`src/rtl/rmcr_pkg.sv`:
```
// ----------------------------------------------------------------------------
// Rover motor command ramp package
// Shared types, register indexes, command codes and reset values.
// ----------------------------------------------------------------------------
`default_nettype none

package rmcr_pkg;

  localparam int unsigned PERIOD_BITS = 16;
  localparam int unsigned STEP_BITS   = 8;
  localparam int unsigned CFG_IDX_BITS = 3;

  typedef logic [PERIOD_BITS-1:0] period_t;
  typedef logic [STEP_BITS-1:0]   step_t;

  // Configuration register indexes.
  localparam logic [CFG_IDX_BITS-1:0] CfgStraightPeriod = 3'd0;
  localparam logic [CFG_IDX_BITS-1:0] CfgCruisePeriod   = 3'd1;
  localparam logic [CFG_IDX_BITS-1:0] CfgTurnPeriod     = 3'd2;
  localparam logic [CFG_IDX_BITS-1:0] CfgStrafeTarget   = 3'd3;
  localparam logic [CFG_IDX_BITS-1:0] CfgSlipStart      = 3'd4;
  localparam logic [CFG_IDX_BITS-1:0] CfgRampStep       = 3'd5;

  // Reset values.
  localparam period_t StraightPeriodRst = period_t'(2500);
  localparam period_t CruisePeriodRst   = period_t'(4000);
  localparam period_t TurnPeriodRst     = period_t'(3500);
  localparam period_t StrafeTargetRst   = period_t'(1250);
  localparam period_t SlipStartRst      = period_t'(2500);
  localparam step_t   RampStepRst       = step_t'(5);
  localparam period_t TargetRst         = period_t'(2500);

  // Drive command codes.
  localparam logic [3:0] CmdNoLine      = 4'b0000;
  localparam logic [3:0] CmdStraight    = 4'b0001;
  localparam logic [3:0] CmdRight       = 4'b0011;
  localparam logic [3:0] CmdLeft        = 4'b0110;
  localparam logic [3:0] CmdNorth       = 4'b1000;
  localparam logic [3:0] CmdEast        = 4'b1001;
  localparam logic [3:0] CmdSouth       = 4'b1010;
  localparam logic [3:0] CmdWest        = 4'b1011;

  // Item kinds and channels.
  localparam logic       KindCommand    = 1'b0;
  localparam logic       KindCycle      = 1'b1;
  localparam logic [1:0] ChanFrontBack  = 2'd0;
  localparam logic [1:0] ChanLeft       = 2'd1;
  localparam logic [1:0] ChanRight      = 2'd2;

  // Direction bit positions.
  localparam int unsigned DirLeft  = 0;
  localparam int unsigned DirRight = 1;
  localparam int unsigned DirFront = 2;
  localparam int unsigned DirBack  = 3;

  typedef struct packed {
    logic       kind;
    logic [3:0] command;
    logic [1:0] channel;
  } in_item_t;

  typedef struct packed {
    period_t left_period;
    period_t right_period;
    period_t fore_aft_period;
    logic    left_fwd;
    logic    right_fwd;
    logic    front_fwd;
    logic    rear_fwd;
    logic    ramp_active;
    logic    command_applied;
  } out_item_t;

  typedef struct packed {
    period_t straight_period;
    period_t cruise_period;
    period_t turn_period;
    period_t strafe_target;
    period_t slip_start;
    step_t   ramp_step;
  } cfg_t;

endpackage

`default_nettype wire

```
`src/rtl/rmcr_cfg.sv`:
```
// ----------------------------------------------------------------------------
// Rover motor command ramp configuration registers
// Holds the six tuning registers written through the plain write port.
// ----------------------------------------------------------------------------
`default_nettype none

module rmcr_cfg
  import rmcr_pkg::*;
(
  input  wire logic                    clk_i,
  input  wire logic                    rst_ni,
  input  wire logic                    cfg_we_i,
  input  wire logic [CFG_IDX_BITS-1:0] cfg_idx_i,
  input  wire logic [PERIOD_BITS-1:0]  cfg_wdata_i,
  output cfg_t                         cfg_o
);

  cfg_t cfg_q, cfg_d;

  always_comb begin
    cfg_d = cfg_q;
    if (cfg_we_i) begin
      unique case (cfg_idx_i)
        CfgStraightPeriod: cfg_d.straight_period = cfg_wdata_i;
        CfgCruisePeriod:   cfg_d.cruise_period   = cfg_wdata_i;
        CfgTurnPeriod:     cfg_d.turn_period     = cfg_wdata_i;
        CfgStrafeTarget:   cfg_d.strafe_target   = cfg_wdata_i;
        CfgSlipStart:      cfg_d.slip_start      = cfg_wdata_i;
        CfgRampStep:       cfg_d.ramp_step       = cfg_wdata_i[STEP_BITS-1:0];
        default:           cfg_d = cfg_q;
      endcase
    end
  end

  always_ff @(posedge clk_i or negedge rst_ni) begin
    if (!rst_ni) begin
      cfg_q.straight_period <= StraightPeriodRst;
      cfg_q.cruise_period   <= CruisePeriodRst;
      cfg_q.turn_period     <= TurnPeriodRst;
      cfg_q.strafe_target   <= StrafeTargetRst;
      cfg_q.slip_start      <= SlipStartRst;
      cfg_q.ramp_step       <= RampStepRst;
    end else begin
      cfg_q <= cfg_d;
    end
  end

  assign cfg_o = cfg_q;

endmodule

`default_nettype wire

```
`src/rtl/rmcr_core.sv`:
```
// ----------------------------------------------------------------------------
// Rover motor command ramp core
// Drive state, command decoder and per-channel ramp-down step.
// ----------------------------------------------------------------------------
`default_nettype none

module rmcr_core
  import rmcr_pkg::*;
(
  input  wire logic     clk_i,
  input  wire logic     rst_ni,
  input  wire cfg_t     cfg_i,
  input  wire logic     item_en_i,
  input  wire in_item_t item_i,
  output out_item_t     result_o
);

  logic [3:0] last_cmd_q, last_cmd_d;
  logic       last_valid_q, last_valid_d;
  period_t    left_q, left_d;
  period_t    right_q, right_d;
  period_t    fb_q, fb_d;
  period_t    side_tgt_q, side_tgt_d;
  period_t    fb_tgt_q, fb_tgt_d;
  logic [3:0] dir_q, dir_d;
  logic       ramp_en_q, ramp_en_d;
  logic       applied;

  period_t    ramp_cur;
  period_t    ramp_tgt;
  period_t    ramp_nxt;
  period_t    step_ext;

  // Pick the channel the cycle event refers to, then one compare-subtract.
  always_comb begin
    step_ext = period_t'(cfg_i.ramp_step);
    case (item_i.channel)
      ChanFrontBack: begin
        ramp_cur = fb_q;
        ramp_tgt = fb_tgt_q;
      end
      ChanLeft: begin
        ramp_cur = left_q;
        ramp_tgt = side_tgt_q;
      end
      default: begin
        ramp_cur = right_q;
        ramp_tgt = side_tgt_q;
      end
    endcase
    ramp_nxt = ramp_cur;
    if (ramp_cur > ramp_tgt) begin
      ramp_nxt = (ramp_cur > step_ext) ? ramp_cur - step_ext : '0;
    end
  end

  always_comb begin
    last_cmd_d   = last_cmd_q;
    last_valid_d = last_valid_q;
    left_d       = left_q;
    right_d      = right_q;
    fb_d         = fb_q;
    side_tgt_d   = side_tgt_q;
    fb_tgt_d     = fb_tgt_q;
    dir_d        = dir_q;
    ramp_en_d    = ramp_en_q;
    applied      = 1'b0;

    if (item_i.kind == KindCommand) begin
      if (!last_valid_q || last_cmd_q != item_i.command) begin
        applied      = 1'b1;
        last_cmd_d   = item_i.command;
        last_valid_d = 1'b1;
        ramp_en_d    = item_i.command[3];
        unique case (item_i.command) inside
          CmdNoLine, CmdStraight: begin
            left_d = cfg_i.straight_period;
            right_d = cfg_i.straight_period;
            fb_d = '0;
            dir_d[DirLeft] = 1'b1;
            dir_d[DirRight] = 1'b1;
          end
          CmdRight: begin
            left_d = cfg_i.turn_period;
            right_d = cfg_i.cruise_period;
            fb_d = '0;
            dir_d[DirLeft] = 1'b1;
            dir_d[DirRight] = 1'b1;
          end
          CmdLeft: begin
            left_d = cfg_i.cruise_period;
            right_d = cfg_i.turn_period;
            fb_d = '0;
            dir_d[DirLeft] = 1'b1;
            dir_d[DirRight] = 1'b1;
          end
          CmdNorth, CmdSouth: begin
            dir_d = '0;
            dir_d[DirLeft] = (item_i.command == CmdNorth);
            dir_d[DirRight] = (item_i.command == CmdNorth);
            side_tgt_d = cfg_i.strafe_target;
            left_d = cfg_i.slip_start;
            right_d = cfg_i.slip_start;
            fb_d = '0;
          end
          CmdEast, CmdWest: begin
            dir_d = '0;
            dir_d[DirFront] = (item_i.command == CmdWest);
            dir_d[DirBack] = (item_i.command == CmdWest);
            fb_tgt_d = cfg_i.strafe_target;
            fb_d = cfg_i.slip_start;
            left_d = '0;
            right_d = '0;
          end
          default: begin
            // Unused codes only update the last command and the ramp enable.
          end
        endcase
      end
    end else if (ramp_en_q) begin
      case (item_i.channel)
        ChanFrontBack: fb_d = ramp_nxt;
        ChanLeft:      left_d = ramp_nxt;
        ChanRight:     right_d = ramp_nxt;
        default:       ;
      endcase
    end
  end

  always_ff @(posedge clk_i or negedge rst_ni) begin
    if (!rst_ni) begin
      last_cmd_q   <= '0;
      last_valid_q <= 1'b0;
      left_q       <= '0;
      right_q      <= '0;
      fb_q         <= '0;
      side_tgt_q   <= TargetRst;
      fb_tgt_q     <= TargetRst;
      dir_q        <= '0;
      ramp_en_q    <= 1'b0;
    end else if (item_en_i) begin
      last_cmd_q   <= last_cmd_d;
      last_valid_q <= last_valid_d;
      left_q       <= left_d;
      right_q      <= right_d;
      fb_q         <= fb_d;
      side_tgt_q   <= side_tgt_d;
      fb_tgt_q     <= fb_tgt_d;
      dir_q        <= dir_d;
      ramp_en_q    <= ramp_en_d;
    end
  end

  always_comb begin
    result_o.left_period     = left_d;
    result_o.right_period    = right_d;
    result_o.fore_aft_period = fb_d;
    result_o.left_fwd        = dir_d[DirLeft];
    result_o.right_fwd       = dir_d[DirRight];
    result_o.front_fwd       = dir_d[DirFront];
    result_o.rear_fwd        = dir_d[DirBack];
    result_o.ramp_active     = ramp_en_d;
    result_o.command_applied = applied;
  end

endmodule

`default_nettype wire

```
`src/rtl/rover_motor_command_ramp.sv`:
```
// ----------------------------------------------------------------------------
// Rover motor command ramp
// Decodes drive commands into stepper periods and directions, and ramps the
// strafe channels down toward their target on each PWM cycle end.
// ----------------------------------------------------------------------------
//   Channel  | Handshake           | Word
//   ---------+---------------------+----------------------------------------
//   input    | in_valid_i/ready_o  | in_item_i: kind, command, channel
//   output   | out_valid_o/ready_i | out_item_o: periods, directions, flags
//   config   | cfg_we_i            | cfg_idx_i, cfg_wdata_i (no wait)
//
// Each word is held in the input register and is then decoded against the
// drive state into the result register, one word per cycle sustained while
// out_ready_i is high. The result register stalls when out_ready_i is low
// and the input register then fills behind it. Reset clears the drive state
// and loads the register defaults; there is no clearing pass.
`default_nettype none

module rover_motor_command_ramp
  import rmcr_pkg::*;
(
  input  wire logic                    clk_i,
  input  wire logic                    rst_ni,
  input  wire logic                    in_valid_i,
  output logic                         in_ready_o,
  input  wire in_item_t                in_item_i,
  output logic                         out_valid_o,
  input  wire logic                    out_ready_i,
  output out_item_t                    out_item_o,
  input  wire logic                    cfg_we_i,
  input  wire logic [CFG_IDX_BITS-1:0] cfg_idx_i,
  input  wire logic [PERIOD_BITS-1:0]  cfg_wdata_i
);

  cfg_t      cfg;
  in_item_t  in_q;
  logic      in_valid_q;
  out_item_t out_q, result;
  logic      out_valid_q;
  logic      advance;

  rmcr_cfg u_cfg (
    .clk_i      (clk_i),
    .rst_ni     (rst_ni),
    .cfg_we_i   (cfg_we_i),
    .cfg_idx_i  (cfg_idx_i),
    .cfg_wdata_i(cfg_wdata_i),
    .cfg_o      (cfg)
  );

  // A word moves from the input register to the result register whenever the
  // result register is empty or being drained.
  assign advance    = in_valid_q && (!out_valid_q || out_ready_i);
  assign in_ready_o = !in_valid_q || advance;

  rmcr_core u_core (
    .clk_i    (clk_i),
    .rst_ni   (rst_ni),
    .cfg_i    (cfg),
    .item_en_i(advance),
    .item_i   (in_q),
    .result_o (result)
  );

  always_ff @(posedge clk_i or negedge rst_ni) begin
    if (!rst_ni) begin
      in_valid_q <= 1'b0;
    end else if (in_ready_o) begin
      in_valid_q <= in_valid_i;
    end
  end

  always_ff @(posedge clk_i) begin
    if (in_valid_i && in_ready_o) begin
      in_q <= in_item_i;
    end
  end

  always_ff @(posedge clk_i or negedge rst_ni) begin
    if (!rst_ni) begin
      out_valid_q <= 1'b0;
    end else if (advance) begin
      out_valid_q <= 1'b1;
    end else if (out_ready_i) begin
      out_valid_q <= 1'b0;
    end
  end

  always_ff @(posedge clk_i) begin
    if (advance) begin
      out_q <= result;
    end
  end

  assign out_valid_o = out_valid_q;
  assign out_item_o  = out_q;

endmodule

`default_nettype wire
```
`config.mk`:
```
export PLATFORM = sky130hd
export DESIGN_NAME = rover_motor_command_ramp
export DESIGN_NICKNAME = d
export VERILOG_FILES = /design/src/rtl/rmcr_pkg.sv /design/src/rtl/rmcr_cfg.sv /design/src/rtl/rmcr_core.sv /design/src/rtl/rover_motor_command_ramp.sv
export SDC_FILE = /design/constraint.sdc
export NUM_CORES = 1
export LEC_CHECK = 0
export BUFFER_PORTS_ARGS = -buffer_cell sky130_fd_sc_hd__buf_4
export CORE_MARGIN = 10
export CORE_UTILIZATION = 50
export DETAILED_ROUTE_END_ITERATION = 12
export MAX_ROUTING_LAYER = met4
export PLACE_DENSITY = 0.74
export SYNTH_ARGS = -nofsm -noshare
export SYNTH_HDL_FRONTEND = slang
export SYNTH_SLANG_ARGS = --single-unit
```
`constraint.sdc`:
```
create_clock -name clk_i -period 10.8 [get_ports clk_i]
set_clock_uncertainty 0.15 [all_clocks]
set_input_delay 0.54 -clock clk_i [delete_from_list [all_inputs] [get_ports clk_i]]
set_output_delay 0.54 -clock clk_i [all_outputs]
set_load 0.005 [all_outputs]
```
Word-level counts from Yosys, hierarchy flattened
Cells that the tools add are included.
W data, S select, Z words.
{"block": "word_totals", "register_bits": 241, "input_bits": 31, "output_inout_bits": 56}
{"block": "classes", "n_addsub": 1, "magnitude_cmp": 2, "n_eq_ne": 15, "muxes": 28, "n_bitwise": 1, "n_reduce_logical": 26}
{"op": "$mux W16", "count": 15}
{"op": "$pmux W16 S5", "count": 2}
{"op": "$pmux W16 S2", "count": 2}
{"op": "$eq A4 B4 Y1 const B", "count": 4}
{"op": "$gt A16 B16 Y1", "count": 1}
{"op": "$gt A16 B8 Y1", "count": 1}
{"op": "$sub A16 B8 Y16", "count": 1}
{"op": "$reduce_and A2 Y1", "count": 6}
{"op": "$mux W4", "count": 2}
{"op": "$reduce_and A4 Y1", "count": 2}
{"op": "$eq A3 B2 Y1 const B", "count": 2}
{"op": "$eq A3 B3 Y1 const B", "count": 2}
{"op": "$pmux W2 S3", "count": 1}
{"op": "$reduce_or A2 Y1", "count": 3}
{"op": "$reduce_or A6 Y1", "count": 1}
{"op": "$mux W1", "count": 5}
{"op": "$eq A4 B1 Y1 const B", "count": 1}
{"op": "$eq A4 B2 Y1 const B", "count": 1}
{"op": "$eq A4 B3 Y1 const B", "count": 1}
{"op": "$logic_not A4 Y1", "count": 1}
{"op": "$ne A4 B4 Y1", "count": 1}
{"op": "$pmux W2 S2", "count": 1}
{"op": "$reduce_or A4 Y1", "count": 1}
{"op": "$eq A3 B1 Y1 const B", "count": 1}
{"op": "other kinds (10)", "count": 15}

Longest topological paths before layout
Gate-level depths: netlist (run 1).
{"block": "logic_depth", "word_depth": 8, "mapped_depth": 16, "mapped_depth_nobuf": 13}

Modules after synthesis
From an unflattened synthesis (run 1), not the netlist that was laid out.
{"block": "unflattened", "hier_cells": 1178, "hier_area_um2": 12968.7}
{"module": "rmcr_core", "instances": 1, "cells_each": 918, "area_per_inst_um2": 7628.6}
{"module": "rmcr_cfg", "instances": 1, "cells_each": 191, "area_per_inst_um2": 3404.5}
{"module": "rover_motor_command_ramp", "instances": 1, "cells_each": 69, "area_per_inst_um2": 1935.6}

Worst setup path before layout (run 1)
No wires, ideal clock.
{"block": "synth_timing", "path_type": "flip-flop to flip-flop", "startpoint": "register in_q[1] in the netlist's numbering", "endpoint": "register out_q (netlist bit out_item_o[29]) (data pin)", "setup_ns": 0.258, "arrival_time_ns": 3.706, "t_required_ns": 10.392, "slack_ns": 6.686, "stages_incl_launch_ff": 14, "path_buffers": 2, "period_less_slack_ns": 4.114, "path_cell_list": "edfxtp_1 buf_4 nor2_4 buf_1 mux2i_1 ha_1 nand4_1 nor4_1 o21a_1 a21oi_1 nor2_1 nor2_1 a22o_1 o221a_2"}
{"item": "start: declaration", "line": "rover_motor_command_ramp.sv:36", "rtl": "in_item_t in_q;"}
{"item": "start signal: assignment", "line": "rover_motor_command_ramp.sv:75", "rtl": "in_q <= in_item_i;"}
{"item": "end signal: assignment", "line": "rover_motor_command_ramp.sv:91", "rtl": "out_q <= result;"}
{"item": "end: declaration", "line": "rover_motor_command_ramp.sv:38", "rtl": "out_item_t out_q, result;"}

==> results.sh, run 1 <==
export IMPL_syn_inst=1081
export IMPL_final_hold_viol_count=0
export IMPL_die_width_um=176
export IMPL_swShare=0.361
export IMPL_cp_cell_sequence="buf_4 -> nor2_4 -> mux2i_1 -> ha_1 -> nand4_1 -> nor4_1 -> nand3_1 -> a21oi_1 -> mux2i_1 -> o21ai_0"
export IMPL_ys_flop_type="dfrtp_1"
export IMPL_clock_path_buffers=3
export IMPL_crit_buf_inv=1
export IMPL_finalCritPeriodShare=0.437
export IMPL_fp_row_count=57
export IMPL_detail_route_antenna_nets=0
export IMPL_max_cap_violations=0
export IMPL_outcome="finished, final reports clean"
export IMPL_hold_depth=1
export IMPL_vias_per_cell=6.31
export IMPL_drt_iter0_markers=1059
export IMPL_mostFrequentLayoutCells="dfrtp_1 (140), mux2_2 (130), buf_4 (101)"
export IMPL_cts_tree="yes"
export IMPL_relSlewSlack=0.189
export IMPL_crit_top_cell="mux2i_1"
export IMPL_ff2ff_path_depth=10
export IMPL_worst_path_dominant_cell_family="simple AND/OR/NAND/NOR gates"
export IMPL_final_common_cell="dfrtp_1"
export IMPL_cpMaxStageDelayCell="nor2_4"
export IMPL_synth_async_reset_ratio=0.747
export IMPL_htree_num_levels=1
export IMPL_worst_pin_slew_ps=1210
export IMPL_nets=1206
export IMPL_finalNonFillerCells=1497
export IMPL_dp_cells=1446
export IMPL_clk_pin_slew_worst_paths_ps=60
export IMPL_synth_top_cell_by_area="dfrtp_1"
export IMPL_cp_arrival_ps=4820
export IMPL_hp_class="input pin to flop"
export IMPL_io_buffers=86
export IMPL_grt_first_pass_wirelength_mm=55.2
export IMPL_crit_required_ps=10900
export IMPL_n_antenna_cell=0
export IMPL_wirelength_mm=35.8
export IMPL_clock_sinks=241
export IMPL_via_count=9444
export IMPL_syn_to_final_growth_pct=15.4
export IMPL_end_kind="flop"
export IMPL_wl_per_cell_um=23.9
export IMPL_setup_viol=0
export IMPL_globalRouteTotalUtil=0.233
export IMPL_synth_area_per_cell_um2=11.3
export IMPL_worstPathMaxFanout=43
export IMPL_path_class="flop to flop"
export IMPL_place_congestion=0.952
export IMPL_cts_resized=0
export IMPL_syn_cell_area_um2=12200
export IMPL_max_vdd_ir_drop_v=0.000140
export IMPL_powerDensity_nw_per_um2=253
export IMPL_fmax_ghz=0.212
export IMPL_p_clk_frac=0.250
export IMPL_clk_latency_ps=550
export IMPL_rsz0062_at_grt="false"
export IMPL_period_needed_ps=4720
export IMPL_drive_above_1_share=0.292
export IMPL_finalPower_w=0.00356
export IMPL_p_int_w=0.00227
export IMPL_design_die_area_um2=31100
export IMPL_synth_edff_count=61
export IMPL_chipHeight_um=176
export IMPL_holdBufCountCts=1
export IMPL_critPathMaxStageDelay_ps=650
export IMPL_synth_area_leaders="dfrtp_1 (29%), edfxtp_1 (15%), mux2_2 (12%)"
export IMPL_ys_seq_area_frac=0.523
export IMPL_grt_pass1_vias=9283
export IMPL_ys_seq_elements=241
export IMPL_syn_nets=1135
export IMPL_netlist_area_leader_share=0.287
export IMPL_initial_utilization=0.505
export IMPL_dp_hpwl_mm=25.0
export IMPL_p_leak_nw=5.75
export IMPL_gr_total_overflow=0
export IMPL_cp_start_kind="flop"
export IMPL_io_pins=87
export IMPL_yosysWarnings=0
export IMPL_cts_setup_buffers=0
export IMPL_numCtsBuffers=27
export IMPL_yosys_cell_types_count=68
export IMPL_combinationalPowerShare=0.343
export IMPL_drc_errors=0
export IMPL_core_area_um2=24200
export IMPL_grt_start_max_net_pins=68
export IMPL_fill_cells=2037
export IMPL_p_seq_frac=0.406
export IMPL_drv_slew=0
export IMPL_root_buffer="clkbuf_16"
export IMPL_first_pass_iters=7
export IMPL_fin_setup_tns_ps=0
export IMPL_worst_path_stages=10
export IMPL_p_sw_w=0.00129
export IMPL_antenna_found_initial=0
[per-layer routing]
| layer | track usage | share of wire | vias to the layer above |
|---|---|---|---|
| li1 | - | - | 4214 |
| met1 | 0.320 | 0.43 | 4678 |
| met2 | 0.355 | 0.46 | 481 |
| met3 | 0.0333 | 0.091 | 71 |
| met4 | 0.0653 | 0.027 | 0 |
| met5 | - | 0 | - |
[final timing paths]
| check | from | to | slack [ps] |
|---|---|---|---|
| hold / removal | in_item_i[2] | in_q[2] | 20 |
| setup reg to reg | in_q[1] | out_item_o[14] | 6080 |
| max in group asynchronous | rst_ni | u_cfg.cfg_o[22] | 8870 |
| setup / recovery | in_q[1] | out_item_o[14] | 6080 |
| hold reg to reg | u_core.last_valid_q | u_core.last_valid_q | 320 |
| min in group asynchronous | rst_ni | u_cfg.cfg_o[7] | 370 |
[power groups by stage]
stage | clock (W) | combinational, W | sequential, W
floorplan | 0 | 0.000818 | 0.00138
global placement | 0 | 0.00117 | 0.00144
detailed placement | 0 | 0.00119 | 0.00145
CTS | 0.000903 | 0.00120 | 0.00144
global route | 0.000941 | 0.00134 | 0.00147
finish | 0.000892 | 0.00122 | 0.00145
[cell families after synthesis]
logic type,Yosys count,share of synthesized area
AOI/OAI and AO/OA,296,0.164
xor gates and xnor gates,12,0.00861
adders and majority gates,23,0.0242
buffers and inverters,79,0.0266
DFF,241,0.523
muxes,167,0.150
and+or+nand+nor,263,0.103
[registers in the layout, summed over array words and instances, names as in the netlist, 4 cells and up]
name,cells
u_core.last_cmd_q,4
out_item_o,54
u_core.left_q,16
u_cfg.cfg_o,88
u_core.fb_q,16
u_core.right_q,16
u_core.side_tgt_q,16
in_q,7
u_core.fb_tgt_q,16
u_core.dir_q,4
[stage by stage]
| step | utilization | setup WS (ps) | instance area [um2] | hold WS (ps) |
|---|---|---|---|---|
| 3_5_place_dp | 0.546 | 6230 | 13200 | 315 |
| 4_1_cts | 0.582 | 6200 | 14100 | 6.90 |
| 3_3_place_gp | 0.546 | 6260 | 13200 | 307 |
| 2_1_floorplan | - | 6690 | 12200 | 94.4 |
| 6_report | 0.582 | 6080 | 14100 | 18.5 |
| 5_1_grt | 0.582 | 5770 | 14100 | 5.99 |
[synth_stat cells (4+ instances only)]
master,number
nor2_1,76
o31a_1,4
nor3b_1,4
a31oi_1,13
o211ai_1,6
and2_1,5
ha_1,22
a21o_1,5
dfrtp_1,140
and3_1,10
o21ai_0,72
o22a_1,4
xnor2_1,9
o21ai_1,10
buf_1,6
a221oi_1,18
a21boi_0,5
inv_1,18
mux2i_1,37
nor2b_1,7
nor3_1,9
dfstp_2,40
a22o_1,9
o21a_1,4
mux2_2,130
a22oi_1,40
o31ai_1,6
a211oi_1,13
nand2_1,89
nand2b_1,7
nand4_1,18
a221o_1,7
a21oi_1,51
nand3_1,20
o22ai_1,4
clkbuf_1,45
nand3b_1,4
buf_2,7
edfxtp_1,61
[layout make-up]
cell class	count	area, um2	area share
sequential	241	6390	0.453
multi-input combinational	761	5570	0.396
clock buffer	44	830	0.0589
timing repair buffer	103	779	0.0554
tap	324	405	0.0288
inverter	18	68.8	0.00489
clock inverter	6	42.5	0.00302
Power figures use the tool's default switching activity.
==> run 2, diff against run 1 <==
--- a/config.mk
+++ b/config.mk
@@ -5,6 +5,7 @@
 export SDC_FILE = /design/constraint.sdc
 export NUM_CORES = 1
 export LEC_CHECK = 0
+export ABC_AREA = 1
 export BUFFER_PORTS_ARGS = -buffer_cell sky130_fd_sc_hd__buf_4
 export CORE_MARGIN = 10
 export CORE_UTILIZATION = 50
==> constraint.sdc (replaced) <==
create_clock -name clk_i -period 4.8 [get_ports clk_i]
set_clock_uncertainty 0.15 [all_clocks]
set_input_delay 0.24 -clock clk_i [delete_from_list [all_inputs] [get_ports clk_i]]
set_output_delay 0.24 -clock clk_i [all_outputs]
set_load 0.005 [all_outputs]
==> run 2 against run 1 <==
Clock power is 110% higher. Register-to-register slack worse by 5500 ps. Sequential share of layout area fell by 1.3 points. Critical path type unchanged. Critical path depth rose by 8. Global-route usage is 2.8 points higher. Largest cell class unchanged. Setup slack got worse by 5500 ps.
==> results.sh, run 2 <==
export IMPL_r2r_start="in_q[1]"
export IMPL_p_clk_frac=0.233
export IMPL_muxShareOfSynthArea=0.0120
export IMPL_relSlewSlack=0.232
export IMPL_antenna_found_initial=0
export IMPL_cts_tree="yes"
export IMPL_yosys_top_cells_count="nand2_1 (513), o21ai_0 (158), dfrtp_1 (140)"
export IMPL_clock_path_buffers=3
export IMPL_synth_xor_area_frac=0.00351
export IMPL_holdBufCountCts=28
export IMPL_chipHeight_um=178
export IMPL_fin_setup_tns_ps=0
export IMPL_synth_top_cell_by_area="dfrtp_1"
export IMPL_clock_sinks=241
export IMPL_numCtsBuffers=26
export IMPL_drive_above_1_share=0.135
export IMPL_worstReg2RegEnd="out_item_o[37]"
export IMPL_powerDensity_nw_per_um2=557
export IMPL_max_vdd_ir_drop_v=0.000317
export IMPL_io_buffers=86
export IMPL_rsz0062_at_grt="false"
export IMPL_setup_viol=0
export IMPL_period_needed_ps=4220
export IMPL_die_width_um=178
export IMPL_syn_cell_area_um2=12500
export IMPL_synth_async_reset_ratio=0.747
export IMPL_cp_start_kind="flop"
export IMPL_ys_seq_elements=241
export IMPL_grt_first_pass_wirelength_mm=62.9
export IMPL_finalCritPeriodShare=0.879
export IMPL_post_route_util=0.593
export IMPL_drt_iter0_markers=1419
export IMPL_max_cap_violations=0
export IMPL_p_int_w=0.00493
export IMPL_root_buffer="clkbuf_16"
export IMPL_nets=1645
export IMPL_wirelength_mm=39.6
export IMPL_drv_slew=0
export IMPL_crit_required_ps=4920
export IMPL_globalRouteTotalUtil=0.261
export IMPL_synth_compound_area_frac=0.167
export IMPL_ff2ff_setup_slack_ps=580
export IMPL_path_class="flop to flop"
export IMPL_synthAdderAreaFrac=0.0236
export IMPL_syn_to_final_growth_pct=16.0
export IMPL_synth_edff_count=61
export IMPL_synth_area_leaders="dfrtp_1 (28%), nand2_1 (15%), edfxtp_1 (15%)"
export IMPL_fmax_ghz=0.237
export IMPL_fill_cells=2168
export IMPL_dp_hpwl_mm=28.4
export IMPL_hp_class="input pin to async pin"
export IMPL_detail_route_antenna_nets=0
export IMPL_final_hold_viol_count=0
export IMPL_htree_num_levels=1
export IMPL_largest_reg_flops=88
export IMPL_vias_per_cell=5.74
export IMPL_core_area_um2=24500
export IMPL_p_sw_w=0.00314
export IMPL_mostFrequentLayoutCells="nand2_1 (513), o21ai_0 (158), dfrtp_1 (140)"
export IMPL_place_congestion=0.980
export IMPL_swShare=0.390
export IMPL_ys_flop_type="dfrtp_1"
export IMPL_yosys_cell_types_count=46
export IMPL_netlist_area_leader_share=0.281
export IMPL_clk_pin_slew_worst_paths_ps=60
export IMPL_initial_utilization=0.511
export IMPL_yosysWarnings=0
export IMPL_p_seq_frac=0.401
export IMPL_io_pins=87
export IMPL_gr_total_overflow=0
export IMPL_ff2ff_path_depth=18
export IMPL_cp_arrival_ps=4340
export IMPL_fp_row_count=57
export IMPL_grt_start_max_net_pins=104
export IMPL_end_kind="flop"
export IMPL_final_common_cell="nand2_1"
export IMPL_synth_simple_gate_area_frac=0.217
export IMPL_drc_errors=0
export IMPL_n_antenna_cell=0
export IMPL_synth_top_family_by_area="simple AND/OR/NAND/NOR gates"
export IMPL_syn_inst=1507
export IMPL_via_count=11100
export IMPL_cts_resized=0
export IMPL_cts_setup_buffers=0
export IMPL_wl_per_cell_um=20.5
export IMPL_worstPathMaxFanout=15
export IMPL_outcome="finished, final reports clean"
export IMPL_syn_nets=1561
export IMPL_synth_most_common_cell="nand2_1"
export IMPL_design_die_area_um2=31700
export IMPL_combinationalPowerShare=0.366
export IMPL_ys_seq_area_frac=0.511
export IMPL_p_leak_nw=6.67
export IMPL_endpoint="out_item_o[37]"
export IMPL_crit_start="in_q[1]"
export IMPL_grt_pass1_vias=10600
export IMPL_worst_pin_slew_ps=1150
export IMPL_first_pass_iters=5
export IMPL_clk_latency_ps=550
export IMPL_synth_area_per_cell_um2=8.29
[run 2: area by class of cell]
cell class | instances | area (um2) | share of cell area
clock inverter | 6 | 45.0 | 0.00311
tap | 324 | 405 | 0.0280
inverter | 132 | 498 | 0.0344
clock buffer | 41 | 748 | 0.0516
timing repair buffer | 136 | 1120 | 0.0773
multi-input combinational | 1054 | 5290 | 0.365
sequential | 241 | 6390 | 0.441
[run 2: worst min path at each step]
stage                                 end
after floorplan                in_valid_q
after global placement    u_cfg.cfg_o[28]
after detailed placement  u_cfg.cfg_o[33]
after CTS                 u_cfg.cfg_o[48]
after global routing      u_cfg.cfg_o[50]
final                     u_cfg.cfg_o[33]
[run 2: power by group through the flow]
stage	combinational, W	clock (W)	sequential (W)
after floorplan	0.00194	0	0.00312
after global placement	0.00287	0	0.00325
after detailed placement	0.00290	0	0.00325
after CTS	0.00293	0.00190	0.00323
after global routing	0.00334	0.00198	0.00330
final	0.00296	0.00188	0.00324
[run 2: cell families after synthesis]
kind of cell    Yosys count
fa+ha+maj                23
mux                      15
simple gates            665
flops                   241
compound gates          346
buf+inv                 212
xor+xnor                  5
[run 2: critical path, cell delays in order, from the launching register on]
cell	delay, ps
edfxtp_1	520
inv_2	280
nand2_2	270
o21ai_1	350
inv_1	170
ha_1	320
nand2_1	50
nor2_1	120
nand2_1	90
nor2_1	150
nand2_1	70
nand3_1	90
nand2_2	60
inv_2	220
nand3_2	440
nand3_1	330
nand2_1	80
nand2_1	100
o21ai_2	60
[run 2: metal layers]
metal	part of all wire	vias to the layer above	GRT usage
met5	0	-	-
met3	0.086	63	0.0442
met4	0.028	0	0.0722
met2	0.46	485	0.397
li1	-	5227	-
met1	0.43	5322	0.354
[run 2: through the flow]
| step | total power [W] | instances | worst slack, ps | instance area (um2) | hold slack (ps) |
|---|---|---|---|---|---|
| CTS | 0.00806 | 1934 | 619 | 14500 | 113 |
| detailed placement | 0.00615 | 1859 | 607 | 13400 | 165 |
| finish | 0.00807 | 1934 | 583 | 14500 | 136 |
| global route | 0.00863 | 1934 | 179 | 14500 | 197 |
| floorplan | 0.00507 | 1507 | 1150 | 12500 | -206 |
| global placement | 0.00611 | 1859 | 698 | 13400 | 157 |
==> run 3, diff against run 2 <==
--- a/config.mk
+++ b/config.mk
@@ -12,6 +12,7 @@
 export DETAILED_ROUTE_END_ITERATION = 12
 export MAX_ROUTING_LAYER = met4
 export PLACE_DENSITY = 0.74
+export REMOVE_ABC_BUFFERS = 1
 export SYNTH_ARGS = -nofsm -noshare
 export SYNTH_HDL_FRONTEND = slang
 export SYNTH_SLANG_ARGS = --single-unit
==> run 3 against run 2 <==
Sequential cell count unchanged. Design area up 0.55%. Critical endpoint is now u_core.fb_q[9]. Sequential power about the same. Register-to-register slack about the same. Clock power up 9%. Largest cell class unchanged. Combinational power down 2%. Die area unchanged. Wire length down 7.6%.
==> results.sh, run 3 (same netlist as run 2, synthesis figures left out) <==
export IMPL_io_buffers=86
export IMPL_relSlewSlack=0.152
export IMPL_fill_cells=2164
export IMPL_fp_row_count=57
export IMPL_root_buffer="clkbuf_16"
export IMPL_p_leak_nw=6.71
export IMPL_powerDensity_nw_per_um2=560
export IMPL_cts_setup_buffers=0
export IMPL_io_pins=87
export IMPL_finalCritPeriodShare=0.880
export IMPL_fin_setup_tns_ps=0
export IMPL_gr_total_overflow=0
export IMPL_initial_utilization=0.511
export IMPL_end_kind="flop"
export IMPL_path_class="flop to flop"
export IMPL_fmax_ghz=0.237
export IMPL_wirelength_mm=36.6
export IMPL_dp_hpwl_mm=24.9
export IMPL_worstReg2RegEnd="u_core.fb_q[9]"
export IMPL_hold_worst_slack_ps=246
export IMPL_mostFrequentLayoutCells="nand2_1 (513), o21ai_0 (158), dfrtp_1 (140)"
export IMPL_drc_errors=0
export IMPL_cts_tree="yes"
export IMPL_finalPower_w=0.00816
export IMPL_clock_sinks=241
export IMPL_chipHeight_um=178
export IMPL_globalRouteTotalUtil=0.237
export IMPL_first_pass_iters=5
export IMPL_worst_pin_slew_ps=1270
export IMPL_cp_arrival_ps=4440
export IMPL_place_congestion=0.981
export IMPL_hp_class="input pin to async pin"
export IMPL_max_vdd_ir_drop_v=0.000273
export IMPL_largest_reg_flops=88
export IMPL_setup_viol=0
export IMPL_max_cap_violations=0
export IMPL_vias_per_cell=5.66
export IMPL_clk_latency_ps=530
export IMPL_grt_first_pass_wirelength_mm=58.3
export IMPL_htree_num_levels=1
export IMPL_via_count=10900
export IMPL_antenna_found_initial=0
export IMPL_outcome="finished, final reports clean"
export IMPL_final_common_cell="nand2_1"
export IMPL_numCtsBuffers=26
export IMPL_drt_iter0_markers=1430
export IMPL_rsz0062_at_grt="false"
export IMPL_design_die_area_um2=31700
export IMPL_crit_required_ps=5010
export IMPL_core_area_um2=24500
export IMPL_period_needed_ps=4220
export IMPL_die_width_um=178
export IMPL_drive_above_1_share=0.138
export IMPL_grt_start_max_net_pins=101
export IMPL_clock_path_buffers=3
export IMPL_syn_to_final_growth_pct=16.7
export IMPL_final_hold_viol_count=0
export IMPL_n_antenna_cell=0
export IMPL_finalNonFillerCells=1934
export IMPL_grt_pass1_vias=10400
export IMPL_r2r_start="in_q[1]"
export IMPL_ff2ff_setup_slack_ps=580
export IMPL_dp_cells=1858
export IMPL_cp_start_kind="flop"
export IMPL_wl_per_cell_um=18.9
export IMPL_ff2ff_path_depth=22
export IMPL_worstPathMaxFanout=15
export IMPL_drv_slew=0
export IMPL_detail_route_antenna_nets=0
export IMPL_nets=1644
export IMPL_clk_pin_slew_worst_paths_ps=60
-- run 3: cell count changes in the layout (fill, tap and decap cells not counted) --
cell       delta
buf_4         -1
clkbuf_1      -5
clkbuf_16     +2
clkbuf_8      +5
clkinv_2      -1
clkinv_8      -1
inv_6         +1
-- run 3: repair_timing --
action	CTS	global route
hold buffers	28	0
hold endpoints to repair	177	0
gates resized for setup	0	0
-- run 3: how the worst max path moves through the flow --
stage                     startpoint                end  slack [ps]
after global placement       in_q[1]  u_core.right_q[9]         670
after floorplan              in_q[1]   u_core.left_q[9]         540
after detailed placement     in_q[1]     u_core.fb_q[9]         650
after global routing         in_q[1]     u_core.fb_q[9]         200
final                        in_q[1]     u_core.fb_q[9]         580
after CTS                    in_q[1]     u_core.fb_q[9]         640
-- run 3: where the power goes --
part | internal (W) | total [W] | switching, W
clock network | 0.00121 | 0.00205 | 0.000842
registers | 0.00282 | 0.00323 | 0.000410
logic | 0.00104 | 0.00289 | 0.00185
-- run 3: final cells by class --
cell class	instances	area (um2)	share of cell area
multi-input combinational	1054	5290	0.363
clock buffer	43	848	0.0582
clock inverter	5	32.5	0.00223
inverter	132	498	0.0342
timing repair buffer	135	1110	0.0763
sequential	241	6390	0.438
tap	324	405	0.0278
-- run 3: through the flow --
step | utilization | area [um2] | setup WS, ps
2_1_floorplan | - | 12200 | 537
3_5_place_dp | 0.548 | 13400 | 646
3_3_place_gp | 0.548 | 13400 | 673
6_report | 0.596 | 14600 | 576
4_1_cts | 0.596 | 14600 | 643
5_1_grt | 0.596 | 14600 | 197
-- run 3: routing by layer --
layer,vias to the layer above,share of wire,GRT usage
met5,-,0,-
met4,0,0.019,0.0597
met3,56,0.092,0.0419
met2,519,0.44,0.351
met1,5129,0.45,0.332
li1,5243,-,-
-- run 3: critical path: stages (launching register included) --
cell	delay, ps
edfxtp_1	410
buf_4	220
nor2_2	190
buf_4	250
a22oi_1	90
o21ai_1	210
inv_1	140
ha_1	310
nand2_1	60
nor2_1	140
nand2_1	120
nor2_1	150
nand2_1	70
nand3_1	90
nand2_2	60
inv_2	220
nand3_2	470
nand3_1	320
nand2_1	80
nand2_1	60
nand2_1	70
nand2_1	50
o21ai_0	120
